[src/design/sha1_pkg.sv]
`timescale 1ns / 1ps
// Shared types, constants and round functions of the SHA-1 digest block.
// Depends on nothing; used by sha1_message_digest and its testbench.
package sha1_pkg;

   typedef logic [31:0] word_type;
   typedef word_type    chain_type [5];

   localparam int BLOCK_BYTES  = 64;
   localparam int BLOCK_BITS   = 8 * BLOCK_BYTES;
   localparam int DIGEST_WORDS = 5;
   localparam int ROUNDS       = 80;
   localparam int LENGTH_BITS  = 61;

   // Byte offset inside a block at which the 64-bit length field starts.
   localparam logic [5:0] LENGTH_OFFSET = 6'd56;
   localparam logic [5:0] LAST_BYTE     = 6'(BLOCK_BYTES - 1);
   localparam logic [6:0] LAST_ROUND    = 7'(ROUNDS - 1);
   localparam logic [2:0] LAST_WORD     = 3'(DIGEST_WORDS - 1);
   localparam logic [7:0] PAD_MARK      = 8'h80;

   localparam chain_type CHAIN_INIT = '{
      32'h67452301, 32'hEFCDAB89, 32'h98BADCFE, 32'h10325476, 32'hC3D2E1F0
   };

   localparam word_type K_ROUND0 = 32'h5A827999;
   localparam word_type K_ROUND1 = 32'h6ED9EBA1;
   localparam word_type K_ROUND2 = 32'h8F1BBCDC;
   localparam word_type K_ROUND3 = 32'hCA62C1D6;

   typedef enum logic [2:0] {
      ST_IDLE,
      ST_PAD_MARK,
      ST_PAD_ZERO,
      ST_PAD_LEN,
      ST_COMPRESS,
      ST_FOLD,
      ST_OUTPUT
   } state_type;

   // Boolean function of the round, chosen by the round group.
   function automatic word_type round_f(logic [6:0] r, word_type b, word_type c,
                                        word_type d);
      word_type f;
      if (r < 7'd20) begin
         f = (b & c) | (~b & d);
      end else if (r < 7'd40) begin
         f = b ^ c ^ d;
      end else if (r < 7'd60) begin
         f = (b & c) | (b & d) | (c & d);
      end else begin
         f = b ^ c ^ d;
      end
      return f;
   endfunction

   function automatic word_type round_k(logic [6:0] r);
      word_type k;
      if (r < 7'd20) begin
         k = K_ROUND0;
      end else if (r < 7'd40) begin
         k = K_ROUND1;
      end else if (r < 7'd60) begin
         k = K_ROUND2;
      end else begin
         k = K_ROUND3;
      end
      return k;
   endfunction

endpackage

[src/design/sha1_message_digest.sv]
`timescale 1ns / 1ps
// SHA-1 message digest over a byte stream, with one shared round unit.
// Depends on sha1_pkg for types, constants and the round functions.
//
// The req channel carries one message byte per transaction in req_tdata, with
// req_tuser set when the byte is present and req_tlast on the final transaction
// of a message. An empty message is one final transaction without a byte, and a
// non-final transaction without a byte is taken and ignored. The rsp channel
// returns the 160-bit digest as five transactions, word 0 first, with the word
// position in rsp_tuser and rsp_tlast on the fifth word.
// Bytes shift into a 512-bit block register, one per accepted transaction that
// carries a byte. Every full block runs 80 rounds through a single round adder,
// one round per cycle, then a fold step adds the result into the chain words;
// req_tready is low during the rounds and the fold.
// After the final transaction the sequencer writes the padding one byte per
// cycle, pausing while a full block is compressed, and compresses one or two
// more blocks before the first digest word shows. The block takes no new
// transaction until the fifth digest word has been accepted; while the
// receiver stalls rsp_tvalid and the word simply hold.
// Reset clears the sequencer, the byte and length counters and loads the
// initial chain value; the block and round registers need no reset.
module sha1_message_digest (
   input  logic        clock,
   input  logic        reset,
   input  logic        req_tvalid,
   output logic        req_tready,
   input  logic [7:0]  req_tdata,   // [7:0] data_byte
   input  logic        req_tuser,   // [0] byte_present
   input  logic        req_tlast,   // end_of_message
   output logic        rsp_tvalid,
   input  logic        rsp_tready,
   output logic [31:0] rsp_tdata,   // [31:0] digest_word
   output logic [2:0]  rsp_tuser,   // [2:0] word_index
   output logic        rsp_tlast    // last_word
);

   sha1_pkg::state_type state_ff, state_in;
   sha1_pkg::state_type ret_ff, ret_in;
   logic [5:0]          fill_ff, fill_in;
   logic [sha1_pkg::LENGTH_BITS-1:0] len_ff, len_in;
   logic [sha1_pkg::BLOCK_BITS-1:0]  blk_ff, blk_in;
   sha1_pkg::chain_type chain_ff, chain_in;
   sha1_pkg::chain_type rnd_ff, rnd_in;
   logic [6:0]          round_ff, round_in;
   logic [2:0]          word_idx_ff, word_idx_in;

   logic                push;
   logic [7:0]          push_data;
   logic                block_full;
   logic [63:0]         len_bits;
   sha1_pkg::state_type after_push;

   // Window words of the block register; word 0 sits in the top bits.
   sha1_pkg::word_type  w0, w2, w8, w13, w_next, sum;

   assign len_bits = {len_ff, 3'b000};
   assign w0  = blk_ff[sha1_pkg::BLOCK_BITS-1      -: 32];
   assign w2  = blk_ff[sha1_pkg::BLOCK_BITS-1-64   -: 32];
   assign w8  = blk_ff[sha1_pkg::BLOCK_BITS-1-256  -: 32];
   assign w13 = blk_ff[sha1_pkg::BLOCK_BITS-1-416  -: 32];

   // Next schedule word, rotated left by one.
   always_comb begin
      sha1_pkg::word_type x;
      x = w13 ^ w8 ^ w2 ^ w0;
      w_next = {x[30:0], x[31]};
   end

   // The shared round adder.
   assign sum = {rnd_ff[0][26:0], rnd_ff[0][31:27]}
              + sha1_pkg::round_f(round_ff, rnd_ff[1], rnd_ff[2], rnd_ff[3])
              + rnd_ff[4] + sha1_pkg::round_k(round_ff) + w0;

   // Sequencer outputs: handshakes and the byte pushed into the block.
   always_comb begin
      req_tready = (state_ff == sha1_pkg::ST_IDLE);
      rsp_tvalid = (state_ff == sha1_pkg::ST_OUTPUT);
      push       = 1'b0;
      push_data  = '0;
      after_push = state_ff;
      unique case (state_ff)
         sha1_pkg::ST_IDLE: begin
            push       = req_tvalid & req_tuser;
            push_data  = req_tdata;
            after_push = req_tlast ? sha1_pkg::ST_PAD_MARK : sha1_pkg::ST_IDLE;
         end
         sha1_pkg::ST_PAD_MARK: begin
            push       = 1'b1;
            push_data  = sha1_pkg::PAD_MARK;
            after_push = sha1_pkg::ST_PAD_ZERO;
         end
         sha1_pkg::ST_PAD_ZERO: begin
            push       = (fill_ff != sha1_pkg::LENGTH_OFFSET);
            after_push = sha1_pkg::ST_PAD_ZERO;
         end
         sha1_pkg::ST_PAD_LEN: begin
            // Length bytes go out most significant first.
            push       = 1'b1;
            push_data  = len_bits[{~fill_ff[2:0], 3'b000} +: 8];
            after_push = sha1_pkg::ST_OUTPUT;
         end
         default: begin
         end
      endcase
      block_full = push && (fill_ff == sha1_pkg::LAST_BYTE);
   end

   // Next state.
   always_comb begin
      state_in = state_ff;
      ret_in   = ret_ff;
      unique case (state_ff)
         sha1_pkg::ST_IDLE: begin
            if (req_tvalid) begin
               if (block_full) begin
                  state_in = sha1_pkg::ST_COMPRESS;
                  ret_in   = after_push;
               end else begin
                  state_in = after_push;
               end
            end
         end
         sha1_pkg::ST_PAD_MARK: begin
            if (block_full) begin
               state_in = sha1_pkg::ST_COMPRESS;
               ret_in   = after_push;
            end else begin
               state_in = after_push;
            end
         end
         sha1_pkg::ST_PAD_ZERO: begin
            if (!push) begin
               state_in = sha1_pkg::ST_PAD_LEN;
            end else if (block_full) begin
               state_in = sha1_pkg::ST_COMPRESS;
               ret_in   = after_push;
            end
         end
         sha1_pkg::ST_PAD_LEN: begin
            if (block_full) begin
               state_in = sha1_pkg::ST_COMPRESS;
               ret_in   = after_push;
            end
         end
         sha1_pkg::ST_COMPRESS: begin
            if (round_ff == sha1_pkg::LAST_ROUND) begin
               state_in = sha1_pkg::ST_FOLD;
            end
         end
         sha1_pkg::ST_FOLD: begin
            state_in = ret_ff;
         end
         sha1_pkg::ST_OUTPUT: begin
            if (rsp_tready && (word_idx_ff == sha1_pkg::LAST_WORD)) begin
               state_in = sha1_pkg::ST_IDLE;
            end
         end
         default: begin
            state_in = sha1_pkg::ST_IDLE;
         end
      endcase
   end

   // Datapath next values.
   always_comb begin
      fill_in     = fill_ff;
      len_in      = len_ff;
      blk_in      = blk_ff;
      chain_in    = chain_ff;
      rnd_in      = rnd_ff;
      round_in    = round_ff;
      word_idx_in = word_idx_ff;

      if (push) begin
         blk_in  = {blk_ff[sha1_pkg::BLOCK_BITS-9:0], push_data};
         fill_in = fill_ff + 6'd1;
      end
      if ((state_ff == sha1_pkg::ST_IDLE) && req_tvalid && req_tuser) begin
         len_in = len_ff + 1'b1;
      end
      if (block_full) begin
         rnd_in   = chain_ff;
         round_in = '0;
      end

      if (state_ff == sha1_pkg::ST_COMPRESS) begin
         blk_in    = {blk_ff[sha1_pkg::BLOCK_BITS-33:0], w_next};
         rnd_in[0] = sum;
         rnd_in[1] = rnd_ff[0];
         rnd_in[2] = {rnd_ff[1][1:0], rnd_ff[1][31:2]};
         rnd_in[3] = rnd_ff[2];
         rnd_in[4] = rnd_ff[3];
         round_in  = round_ff + 7'd1;
      end

      if (state_ff == sha1_pkg::ST_FOLD) begin
         for (int i = 0; i < sha1_pkg::DIGEST_WORDS; i++) begin
            chain_in[i] = chain_ff[i] + rnd_ff[i];
         end
      end

      if ((state_ff == sha1_pkg::ST_OUTPUT) && rsp_tready) begin
         if (word_idx_ff == sha1_pkg::LAST_WORD) begin
            word_idx_in = '0;
            chain_in    = sha1_pkg::CHAIN_INIT;
            len_in      = '0;
         end else begin
            word_idx_in = word_idx_ff + 3'd1;
         end
      end
   end

   always_ff @(posedge clock) begin
      if (reset) begin
         state_ff    <= sha1_pkg::ST_IDLE;
         ret_ff      <= sha1_pkg::ST_IDLE;
         fill_ff     <= '0;
         len_ff      <= '0;
         chain_ff    <= sha1_pkg::CHAIN_INIT;
         round_ff    <= '0;
         word_idx_ff <= '0;
      end else begin
         state_ff    <= state_in;
         ret_ff      <= ret_in;
         fill_ff     <= fill_in;
         len_ff      <= len_in;
         chain_ff    <= chain_in;
         round_ff    <= round_in;
         word_idx_ff <= word_idx_in;
      end
   end

   always_ff @(posedge clock) begin
      blk_ff <= blk_in;
      rnd_ff <= rnd_in;
   end

   assign rsp_tdata = chain_ff[word_idx_ff];
   assign rsp_tuser = word_idx_ff;
   assign rsp_tlast = (word_idx_ff == sha1_pkg::LAST_WORD);

   // The digest is only shown once the padded message has been fully consumed.
   a_output_block_empty: assert property (@(posedge clock) disable iff (reset)
      (state_ff == sha1_pkg::ST_OUTPUT) |-> (fill_ff == '0) && (len_ff != len_ff + 1'b1))
      else $error("digest shown with bytes left in the block");

   // The round counter never runs past the last round.
   a_round_range: assert property (@(posedge clock) disable iff (reset)
      (state_ff == sha1_pkg::ST_COMPRESS) |-> (round_ff <= sha1_pkg::LAST_ROUND))
      else $error("round counter out of range");

   // After the last digest word the chain is back at its initial value.
   a_chain_restart: assert property (@(posedge clock) disable iff (reset)
      (rsp_tvalid && rsp_tready && rsp_tlast) |=>
         (chain_ff[0] == sha1_pkg::CHAIN_INIT[0]) && (len_ff == '0) && req_tready)
      else $error("chain not restarted after digest");

   // Input and output sides are never open in the same cycle.
   a_one_side: assert property (@(posedge clock) disable iff (reset)
      !(req_tready && rsp_tvalid))
      else $error("input accepted while digest pending");

endmodule

[config.mk]
export PLATFORM = sky130hd
export DESIGN_NAME = sha1_message_digest
export DESIGN_NICKNAME = d
export VERILOG_FILES = /design/src/design/sha1_pkg.sv /design/src/design/sha1_message_digest.sv
export SDC_FILE = /design/constraint.sdc
export NUM_CORES = 2
export LEC_CHECK = 0
export BUFFER_PORTS_ARGS = -buffer_cell sky130_fd_sc_hd__buf_2
export CORE_UTILIZATION = 34
export DETAILED_ROUTE_END_ITERATION = 8
export PLACE_DENSITY = 0.56
export SLEW_MARGIN = 40
export SYNTH_ARGS = -nofsm -noshare
export SYNTH_HDL_FRONTEND = slang
export SYNTH_SLANG_ARGS = --single-unit
[constraint.sdc]
create_clock -name clock -period 16.8 [get_ports clock]
set_clock_uncertainty 0.1 [all_clocks]
set_input_delay 3.36 -clock clock [delete_from_list [all_inputs] [get_ports clock]]
set_output_delay 3.36 -clock clock [all_outputs]
set_load 0.01 [all_outputs]
# ---- Word-level counts from Yosys, hierarchy flattened
# Cells that the tools add are included.
dict set report word_totals {
  register_bits 915
  inputBits 14
  output_inout_bits 38
  wordCells 115
}
dict set report op_classes {
  addsub 13
  order_cmp 4
  eq_ne 14
  n_shift 1
  n_mux 37
  n_bitwise 16
  reduce_logical 13
}
# op n
set op_table {}
lappend op_table {{$mux W512} 2}
lappend op_table {{$mux W160} 5}
lappend op_table {{$add A32 B32 Y32} 9}
lappend op_table {{$mux W32} 7}
lappend op_table {{$mux W61} 3}
lappend op_table {{$xor A32 B32 Y32} 5}
lappend op_table {{$and A32 B32 Y32} 4}
lappend op_table {{$bmux W32 S3} 1}
lappend op_table {{$or A32 B32 Y32} 3}
lappend op_table {{$shiftx A64 B7 Y8} 1}
lappend op_table {{$add A61 B1 Y61 const B} 1}
lappend op_table {{$not A32 Y32} 1}
lappend op_table {{$mux W31} 1}
lappend op_table {{$mux W3} 10}
lappend op_table {{$pmux W8 S3} 1}
lappend op_table {{$pmux W3 S7} 1}
lappend op_table {{$lt A7 B6 Y1 const B} 2}
lappend op_table {{$mux W7} 2}
lappend op_table {{$eq A3 B3 Y1 const B} 4}
lappend op_table {{$pmux W3 S3} 1}
lappend op_table {{$add A7 B1 Y7 const B} 1}
lappend op_table {{$eq A7 B7 Y1 const B} 1}
lappend op_table {{$lt A7 B5 Y1 const B} 1}
lappend op_table {{$add A6 B1 Y6 const B} 1}
lappend op_table {{20 further kinds} 30}

# ---- Depth between registers and ports, before layout
dict set report depth {
  word_depth 11
  depth_mapped 24
  mapped_depth_nobuf 22
}

# ---- Worst setup path before layout
# No wires, ideal clock.
dict set report synth_path {
  kind {input-to-reg}
  start {in req_tvalid}
  end {reg blk_ff[0] in the netlist's numbering, enable pin}
  setup_ps 973
  t_arrival_ps 16324
  t_required_ps 15727
  path_slack_ps -596
  path_stages 5
  path_buffers 1
  cell_sequence {and3_1 buf_2 nor2_1 a21oi_1 nand2b_1}
}
dict set report synth_via {
  elab_chain_len 3
}
# element line
set synth_rtl {}
lappend synth_rtl {{start, declared} sha1_message_digest.sv:25} ;# input logic req_tvalid,
lappend synth_rtl {{$and A1 B1 Y1} sha1_message_digest.sv:83} ;# push = req_tvalid & req_tuser;
lappend synth_rtl {{$pmux W1 S3} sha1_message_digest.sv:81} ;# unique case (state_ff)
lappend synth_rtl {{$reduce_bool A2 Y1 (no line)} -}
lappend synth_rtl {{end signal, assigned} sha1_message_digest.sv:234} ;# blk_ff <= blk_in;
lappend synth_rtl {{end, declared} sha1_message_digest.sv:41} ;# logic [sha1_pkg::BLOCK_BITS-1:0] blk_ff, blk_in;
# Every way passes these cells.
# A chain may end at the register's enable or synchronous reset.

# ---- Worst setup path in the final report
dict set report layout_path {
  start {in req_tvalid}
  end {reg blk_ff[154] in the netlist's numbering, enable pin}
}
# The elaborated chain is that of the path after synthesis.

==> key figures <==
CTS
  • CTS Buffer Depth: 3
  • Post-CTS Hold Fix Bufs: 0
  • Clock Latency Late Sink: 0.78 ns
  • Total clock sinks: 915
  • H-tree depth: 3
  • CTS buffer count: 101
  • CTS tree: built
  • Setup Buffers After CTS: 0
  • Clock-pin slew on the worst setup and hold paths: 0.06 ns
  • Clock root cell: clkbuf_16
  • Post-CTS sizing: 0

Drt
  • DR iter-0 viols: 3732
  • Drt total wl: 146900 µm
  • DR DRC count: 0
  • Vias per Instance: 5.091
  • Pre-antenna DRT Iters: 5
  • Wire per inst: 18.91 µm
  • Routed vias: 39560
  • Final ANT Viol Nets: 0

Synth
  • Commonest cells post-synth: 2116 x nand2_1, 672 x edfxtp_1, 266 x o21ai_0
  • Ys flop type: edfxtp_1
  • Synth Net Count: 6056
  • Avg Cell Area, Syn: 9.182 µm²
  • Cell taking the most area after synthesis: edfxtp_1
  • Syn Std Cell Area: 52500 µm²
  • Asr flop ratio synth: 0%
  • Seq cells post-synth: 915
  • Sequential area share after synthesis: 47.70%
  • Mapped Cells: 5718
  • Count leader, synth: nand2_1
  • Top cells by area, synth: edfxtp_1 38%, nand2_1 15%, dfxtp_1 9.3%
  • Post-synth EDFFs: 672
  • Share of the synthesized area in the top cell type: 38.43%
  • Yosys warns: 0
  • Netlist cell types: 88

Timing
  • Unrepaired setup endpoints after global routing: no
  • Slew @ Worst Pin: 0.8627 ns
  • Minimum clock period: 6.976 ns
  • Final hold vios: 0
  • Setup TNS: 0 ns
  • Final Setup Violations: 0
  • FMAX: 143.3 MHz
  • Slew HR: 42.49%
  • Period Utilization, post-route: 41.52%
  • Pins over their slew limit: 0

Power
  • Static leakage: 0.02365 µW
  • Pwr/cell area: 96.85 nW/µm²
  • Clk network pwr share: 40.3%
  • Combinational group share of total power: 10.9%
  • P_sw: 1498 µW
  • Maximum vdd drop: 0.08551 mV
  • Total Power: 5640 µW
  • Reg power frac: 48.9%
  • Switching Share: 26.56%
  • Internal Power: 4142 µW

Layout
  • Layout Nets: 5995
  • Post-layout util: 38.16%
  • Diodes inserted: 0
  • Share of post-route cells with drive strength above 1: 5.993%
  • Layout area overhead: 10.92%
  • Post-route cell area: 58240 µm²

Worst setup path
  • Worst EP required: 17.12 ns
  • WP data arrival: 7.30 ns
  • CP peak stage delay: 0.61 ns
  • Setup crit start kind: input port
  • CP Cell Sequence: buf_2 -> and3_1 -> nor2_1 -> a21oi_1 -> nand2b_4 -> buf_12 -> buf_6 -> buf_6 -> buf_4 -> buf_12
  • Worst Path Max Fanout: 75
  • CP Capture Type: register
  • Slowest cell on crit path: buf_6
  • CP Class: input port to register

Floorplan
  • Core Area: 152600 µm²
  • FP Rows: 143
  • Die area: 156000 µm²
  • DIE HEIGHT: 395.0 µm
  • Initial core utilization: 34.40%
  • Die W: 395.0 µm
  • I/O pin count: 52

Global routing
  • First-pass GRT wire length: 226600 µm
  • Initial antenna violation count: 0
  • Pin count of the biggest net entering global routing: 138
  • Tot GR Track Use: 18.51%
  • Vias in the first global route: 37990
  • Grt total ovfl: 0

Worst hold path
  • Worst Hold Class: register to register

Job
  • Max-Cap Viols: 0

Place
  • Detailed Place HPWL: 103000 µm
  • Placed cell area: 54880 µm²
  • Final Wtd Congestion: 0.8994
  • Port bufs: 51

Status
  • Run status: completed
[metal layers]
metal	track usage, %	vias up	share of wire [%]
li1	-	19320	-
met4	5.502	0	2.6
met3	2.373	190	4.7
met2	29.33	915	46
met5	0	-	0
met1	26.29	19130	47
[power groups by stage]
stage / Sequential [µW] / Clock, µW / Combinational, µW
2_1_floorplan: 2810 / 0 / 450
3_3_place_gp: 2810 / 0 / 603
3_5_place_dp: 2810 / 0 / 614
4_1_cts: 2760 / 2320 / 619
5_1_grt: 2780 / 2400 / 692
6_report: 2760 / 2270 / 612
[cell type report]
type | count | area [µm²]
clock buffers | 119 | 2626
well taps | 2030 | 2540
repair buffers | 97 | 747.0
flip-flops and latches | 915 | 25050
inverters | 258 | 973.4
multi-input cells | 4284 | 25590
fillers | 15320 | 94380
clock inverters | 67 | 713.2
[layout by cell type (no fill, tap or decap), types with 11 or more instances in the layout]
cell,count
nand2_1,2114
edfxtp_1,672
o21ai_0,265
inv_1,256
nor2_1,253
a21oi_1,240
dfxtp_1,240
ha_1,199
xnor2_1,196
fa_1,125
xor2_1,103
clkbuf_16,102
a21o_1,78
nand3_1,71
buf_2,51
o211ai_1,48
mux4_2,45
a211oi_1,43
mux2i_1,41
nand4_1,31
and3_1,29
o21a_1,27
nor2b_1,25
nor3_1,25
buf_4,25
clkinv_1,23
nand2b_1,22
or3_1,22
o22ai_1,21
a31oi_1,21
o21bai_1,16
clkinv_2,16
clkbuf_1,16
buf_6,15
a221o_1,14
and2_1,13
o31ai_1,13
and4_1,13
nor3b_1,12
o21ai_1,11
[final timing paths]
| kind | start | endpoint | slack (ns) | cells after the start |
|---|---|---|---|---|
| worst max register to register | round_ff[4]$_SDFFE_PP0P_ | rnd_ff[159]$_DFFE_PP_ | 10.24 | 23 |
| worst min register to register | ret_ff[0]$_SDFFE_PP0P_ | ret_ff[0]$_SDFFE_PP0P_ | 0.36 | 2 |
| worst min-delay path | ret_ff[0]$_SDFFE_PP0P_ | ret_ff[0]$_SDFFE_PP0P_ | 0.36 | 2 |
| worst max-delay path | req_tvalid | blk_ff[154]$_DFFE_PP_ | 9.82 | 10 |
[sequential cells by signal (all words and copies together) (netlist names)]
register,flops
rsp_tuser,3
ret_ff,3
state_ff,3
blk_ff,512
len_ff,61
fill_ff,6
chain_ff,160
rnd_ff,160
round_ff,7
[logic make-up after synthesis]
logic type                 count (synthesis)  synth area share (%)
AOI/OAI and AO/OA                        900                 10.76
and+or+nand+nor                         2667                 20.43
muxes                                     94                 2.884
adders and majority gates                324                 9.509
xor gates and xnor gates                 299                 4.988
DFF                                      915                 47.70
buffers and inverters                    519                 3.730
[worst max-delay path, delay by kind of cell]
family / cells / cell delay (ns)
simple gates: 3 / 0.92
compound gates: 1 / 0.54
buf+inv: 6 / 2.33
[metrics by stage]
stage,cells,hold WS [ns],setup slack (ns)
floorplan,5718,0.3312,5.452
global placement,7580,0.3418,8.234
detailed placement,7584,0.3480,8.959
CTS,7770,0.3577,9.768
global route,7770,0.4140,9.455
finish,7770,0.3594,9.824
Note: power is estimated with default switching activity, not from simulation.
